`src/hdl/dsp_pkg.sv`:
```
package dsp_pkg;

  localparam int MAX_VERTICES = 64;
  localparam int WEIGHT_BITS  = 24;
  localparam int DIST_BITS    = 32;
  localparam int VIDX_W       = $clog2(MAX_VERTICES);
  localparam int CNT_W        = VIDX_W + 1;
  localparam int EADDR_W      = 2 * VIDX_W;
  localparam int EDGE_DEPTH   = MAX_VERTICES * MAX_VERTICES;
  localparam int EWORD_W      = WEIGHT_BITS + 1;
  localparam int DWORD_W      = DIST_BITS + VIDX_W + 1;

  localparam logic [DIST_BITS-1:0] DIST_ONES = '1;
  localparam logic [DIST_BITS-1:0] DIST_CAP  = DIST_ONES - DIST_BITS'(1);
  localparam logic [CNT_W-1:0]     VCOUNT_RESET = CNT_W'(MAX_VERTICES);

  typedef enum logic [1:0] {
    OP_CLEAR = 2'd0,
    OP_ADD   = 2'd1,
    OP_RUN   = 2'd2,
    OP_QUERY = 2'd3
  } op_t;

  typedef enum logic [3:0] {
    ST_CLEAR,
    ST_IDLE,
    ST_EXEC,
    ST_SCAN,
    ST_SCAN_END,
    ST_PICK,
    ST_RELAX,
    ST_DRAIN1,
    ST_DRAIN2,
    ST_QREAD,
    ST_QOUT
  } state_t;

  typedef struct packed {
    logic ready;
    logic clr_write;
    logic edge_write;
    logic run_init;
    logic scan;
    logic relax;
    logic pick;
    logic query;
    logic out_load;
  } cmd_t;

  typedef struct packed {
    op_t  opcode;
    logic in_valid;
    logic start_ok;
    logic last_issue;
    logic clr_done;
    logic found;
    logic out_free;
  } status_t;

endpackage

```
`src/hdl/dsp_ctrl.sv`:
```
module dsp_ctrl import dsp_pkg::*; (
  input  logic    clk,
  input  logic    rst,
  input  status_t status,
  output cmd_t    cmd
);

  state_t state, state_next;

  always_ff @(posedge clk) begin
    if (rst) begin
      state <= ST_CLEAR;
    end else begin
      state <= state_next;
    end
  end

  always_comb begin
    state_next = state;
    cmd = '0;
    unique case (state)
      ST_CLEAR: begin
        cmd.clr_write = 1'b1;
        if (status.clr_done) state_next = ST_IDLE;
      end
      ST_IDLE: begin
        cmd.ready = 1'b1;
        if (status.in_valid) state_next = ST_EXEC;
      end
      ST_EXEC: begin
        unique case (status.opcode)
          OP_CLEAR: state_next = ST_CLEAR;
          OP_ADD: begin
            cmd.edge_write = 1'b1;
            state_next = ST_IDLE;
          end
          OP_RUN: begin
            cmd.run_init = 1'b1;
            state_next = status.start_ok ? ST_SCAN : ST_IDLE;
          end
          OP_QUERY: state_next = ST_QREAD;
          default: state_next = ST_IDLE;
        endcase
      end
      ST_SCAN: begin
        cmd.scan = 1'b1;
        if (status.last_issue) state_next = ST_SCAN_END;
      end
      ST_SCAN_END: state_next = ST_PICK;
      ST_PICK: begin
        if (status.found) begin
          cmd.pick = 1'b1;
          state_next = ST_RELAX;
        end else begin
          state_next = ST_IDLE;
        end
      end
      ST_RELAX: begin
        cmd.relax = 1'b1;
        if (status.last_issue) state_next = ST_DRAIN1;
      end
      ST_DRAIN1: state_next = ST_DRAIN2;
      ST_DRAIN2: state_next = ST_SCAN;
      ST_QREAD: begin
        cmd.query = 1'b1;
        state_next = ST_QOUT;
      end
      ST_QOUT: begin
        cmd.query = 1'b1;
        if (status.out_free) begin
          cmd.out_load = 1'b1;
          state_next = ST_IDLE;
        end
      end
      default: state_next = ST_IDLE;
    endcase
  end

endmodule

```
`config.mk`:
```
export PLATFORM = sky130hd
export DESIGN_NAME = dsp_ctrl
export DESIGN_NICKNAME = d
export VERILOG_FILES = /design/src/hdl/dsp_pkg.sv /design/src/hdl/dsp_ctrl.sv
export SDC_FILE = /design/constraint.sdc
export NUM_CORES = 1
export LEC_CHECK = 0
export BUFFER_PORTS_ARGS = -buffer_cell sky130_fd_sc_hd__buf_4
export CAP_MARGIN = 30
export CORE_AREA = 3 3 40 42
export DETAILED_ROUTE_END_ITERATION = 10
export DIE_AREA = 0 0 43 45
export GPL_TIMING_DRIVEN = 0
export SLEW_MARGIN = 20
export SYNTH_ARGS = -nofsm -noshare
export SYNTH_HDL_FRONTEND = slang
export SYNTH_SLANG_ARGS = --single-unit
```
`constraint.sdc`:
```
create_clock -name clk -period 2.8 [get_ports clk]
set_clock_uncertainty 0.2 [all_clocks]
set_input_delay 0.14 -clock clk [delete_from_list [all_inputs] [get_ports clk]]
set_output_delay 0.14 -clock clk [all_outputs]
set_load 0.05 [all_outputs]
```
; ---- After elaboration in Yosys (flattened, before gate mapping)
; Index checks and enable logic that the tools add are counted.
[totals]
register_bits = 4
output_inout_bits = 9
[classes]
eq_ne = 18
mux = 21
reduce_logical = 4
[ops]
columns = cell, n
row1 = 4-bit case mux with 11 select lines, 1
row2 = 4-bit two-way mux, 5
row3 = 4-bit by 3-bit == test with 1-bit output (second input constant), 4
row4 = 4-bit case mux with 4 select lines, 1
row5 = 4-bit == test (second input constant), 3
row6 = 1-bit two-way mux, 11
row7 = 2-bit inequality test (second input constant), 5
row8 = 4-bit by 2-bit == test with 1-bit output (second input constant), 2
row9 = 5-bit AND reduction, 1
row10 = 2-bit == test (second input constant), 2
row11 = 4-bit by 1-bit == test with 1-bit output (second input constant), 1
row12 = 4-bit zero test, 1
row13 = 2-bit two-way mux, 2
row14 = 3-bit two-way mux, 1
row15 = 2-bit by 1-bit == test with 1-bit output (second input constant), 1
row16 = 2-bit zero test, 1
row17 = 2-bit OR reduction, 1

; ---- Logic depth before layout (Yosys ltp)
[logic_depth]
ltp_word = 3
ltp_mapped = 5

; ---- Worst setup path after synthesis
; OpenSTA, ideal clock, no wires.
[synth_timing]
path_kind = reg-to-output
startpoint = register state[0]
endpoint = output cmd[2] (netlist bit)
t_arrival_ps = 2141
required_time_ps = 2460
slack_ps = 319
stages_incl_launch_ff = 4
path_buffers = 1
path_cell_list = dfxtp_1 buf_2 nand2b_1 nor4_1
[synth_rtl]
columns = item, line_no
row1 = start: declaration, dsp_ctrl.sv:8  ; state_t state, state_next;
row2 = start signal: assignment, dsp_ctrl.sv:14  ; state <= state_next;
row3 = end: declaration, dsp_ctrl.sv:5  ; output cmd_t cmd

==> run_results.csv <==
group,metric,value,unit
routing,finalWirelength,1.29,mm
global_route,grtUsageTotal,14.6,%
sta,slew_headroom,81.3,%
sta,hold_violations,0,
final_layout,syn2layout_area_growth,40.1,%
yosys,synth-edff-count,0,
sta,holdWs,0.140,ns
routing,vias,537,
sta,rsz0062_at_grt,"false",
place,dpl.hpwl,987,um
routing,postRouteAntennaNets,0,
yosys,synthSimpleGateAreaFrac,38.2,%
place,gp_congestion,0.779,
yosys,syn_area_per_cell,7.39,um2
global_route,grt_pass1_vias,482,
yosys,synthTopCellsByArea,"dfxtp_1 (17%), nor2_1 (5.6%), nand2_1 (4.8%), mux2i_1 (4.3%), nor3_1 (4.3%)",
power_and_ir_drop,peakVddDrop,400,uV
cts,clk_pin_slew,0.04,ns
final_layout,reg_top3,"state: 4 flops",
critical_path,r2r-start,"state[2]",
cts,ctsRootBufferMaster,"clkbuf_4",
final_layout,diodes,0,
place,port_buffers,18,
final_layout,multiInputGateArea,337,um2
critical_path,start_kind,"flip-flop",
power_and_ir_drop,power_density,686,nW/um2
floorplanning,die_width,43,um
place,place_area,619,um2
yosys,synthDistinctLibCells,34,
floorplanning,floorplan.initialDensity,36.2,%
run,cap_violations,0,
routing,drtIter0Drc,12,
yosys,yosys.area.top_type,"dfxtp_1",
routing,wire_per_inst,12.9,um
routing,vias_per_cell,5.37,
floorplanning,dieArea,1940,um2
floorplanning,rows,13,
sta,fin_crit,1.97,ns
sta,drv_slew,0,
min_path,hold_class,"in2reg",
sta,tightest_slew,0.279,ns
yosys,synth_fp_nets,73,
critical_path,cp-endpoint,"cmd[5]",
cts,cts_buffer_depth,2,
yosys,synth_ff_type,"dfxtp_1",
yosys,synth_top_area_share,17.2,%
sta,max_freq,508,MHz
final_layout,seq_area,80.1,um2
cts,cts_setup_buffers,0,
sta,period_share,70.3,%
critical_path,worstRegToRegCells,5,
yosys,ys_ff_latch,4,
final_layout,design_area,652,um2
final_layout,largest_reg_flops,4,
critical_path,r2r_setup_slack,1.13,ns
cts,ctsResizeCount,0,
yosys,synthesis.area,465,um2
critical_path,reg2reg_to,"state[2]",
yosys,ys_warn_count,0,
sta,setup_viol,0,
yosys,synth_mux_area_share,6.72,%
global_route,antenna_found_initial,0,
final_layout,drive_above_1_share,34.1,%
floorplanning,dieHeight,45,um
global_route,grt_max_degree,11,
yosys,async_flop_share,0,%
cts,cts_tree,"done",
yosys,synth_xor_xnor_area_share,1.88,%
cts,cts_sinks,4,
critical_path,critPathLaunch,"state[1]",
critical_path,required,2.46,ns
yosys,synth_top_family_by_area,"simple AND/OR/NAND/NOR gates",
final_layout,fillers,135,
final_layout,nets,97,
power_and_ir_drop,cellLeakagePower,0.276,nW
yosys,synthCells,63,
critical_path,crit_type,"reg2out",
critical_path,endpoint_kind,"output pin",
global_route,overflow,0,
cts,clk_latency,0.23,ns
outcome,status,"finished, final reports clean",
sta,setup_tns,0,ns
final_layout,largest_register,"state",
yosys,synth_fa_ha_area_share,0,%
cts,cts-htree-levels,1,
global_route,grt_pass1_wl,2.16,mm
yosys,synth_compound_area_share,25.5,%
routing,drcViolationCount,0,
critical_path,critPathArrivalTime,1.63,ns
routing,dr.pass1.iters,4,
critical_path,crit_fanout,10,
floorplanning,coreArea,1280,um2
floorplanning,ios,19,
cts,cts_inserted_buffers,3,
yosys,yosysSeqAreaShare,17.2,%
[stage by stage]
stage / worst slack, ns / power, mW / utilization [%] / cells
after global routing: 0.654 / 0.486 / 50.7 / 100
after global placement: 1.06 / 0.376 / 48.2 / 96
final: 0.830 / 0.447 / 50.7 / 100
after detailed placement: 1.09 / 0.377 / 48.2 / 96
after floorplan: 0.319 / 0.301 / - / 63
after CTS: 0.814 / 0.454 / 50.7 / 100
[how the worst min path moves through the flow]
stage / start / to / slack [ns] / cells after the start
after floorplan: rst / state[3] / 0.009 / 1
after global placement: rst / state[3] / 0.16 / 2
after detailed placement: rst / state[3] / 0.16 / 2
after CTS: status[0] / state[3] / 0.13 / 4
after global routing: status[0] / state[3] / 0.17 / 4
final: status[0] / state[3] / 0.14 / 4
[cell type report]
| cell class | instances | area share (%) |
|---|---|---|
| multi-input cells | 50 | 51.6 |
| clock buffers | 3 | 3.45 |
| repair buffers | 19 | 22.3 |
| inverters | 4 | 2.30 |
| plain buffers | 5 | 5.18 |
| well taps | 15 | 2.88 |
| flip-flops and latches | 4 | 12.3 |
[placed cells by master (no fill, tap or decap), types with 2 or more instances in the layout]
| cell | instances |
|---|---|
| nor3_1 | 4 |
| nor2_1 | 7 |
| nor4bb_1 | 2 |
| nand2_1 | 6 |
| nor4_1 | 2 |
| clkbuf_4 | 3 |
| o21ai_0 | 3 |
| nand2b_1 | 3 |
| buf_4 | 19 |
| dfxtp_1 | 4 |
| mux2i_1 | 2 |
| inv_1 | 4 |
| buf_2 | 3 |
[critical path: stages, from the launching register on]
cell and delay, ns:
dfxtp_1 0.39, buf_4 0.20, inv_1 0.06, nor2_1 0.22
nand2_1 0.10, nor3b_1 0.18, buf_4 0.23
[per-layer routing]
metal / global-route usage [%] / vias to the layer above / part of all wire [%]
li1: - / 278 / -
met4: 0 / 0 / 0
met2: 22.8 / 20 / 45
met1: 20.9 / 239 / 47
met5: 0 / - / 0
met3: 4.78 / 0 / 7.9
[synth_stat cells, drive strengths merged (2+ instances only)]
| cell | n |
|---|---|
| nor4bb | 2 |
| dfxtp | 4 |
| nor3 | 4 |
| o21ai | 4 |
| inv | 4 |
| mux2i | 2 |
| buf | 5 |
| nor2 | 7 |
| nor4 | 2 |
| nand2 | 6 |
| nand2b | 3 |
| o32ai | 2 |
[report_power, final]
| group | internal, mW | switching (mW) | total, mW |
|---|---|---|---|
| sequential | 0.0685 | 0.0190 | 0.0874 |
| combinational | 0.112 | 0.176 | 0.288 |
| clock | 0.0479 | 0.0233 | 0.0712 |
| total | 0.228 | 0.219 | 0.447 |
[timing repair]
item	in CTS	in global routing
hold buffers	1	0
endpoints found under the setup margin	0	0
hold endpoints to repair	2	0
[logic make-up (layout without fill, tap and decap cells)]
kind of cell / after synthesis / after routing
xor+xnor: 1 / 1
buf+inv: 9 / 31
simple gates: 31 / 31
flops: 4 / 4
compound gates: 15 / 15
mux: 3 / 3
No activity file was read; power rests on OpenSTA's default activity.
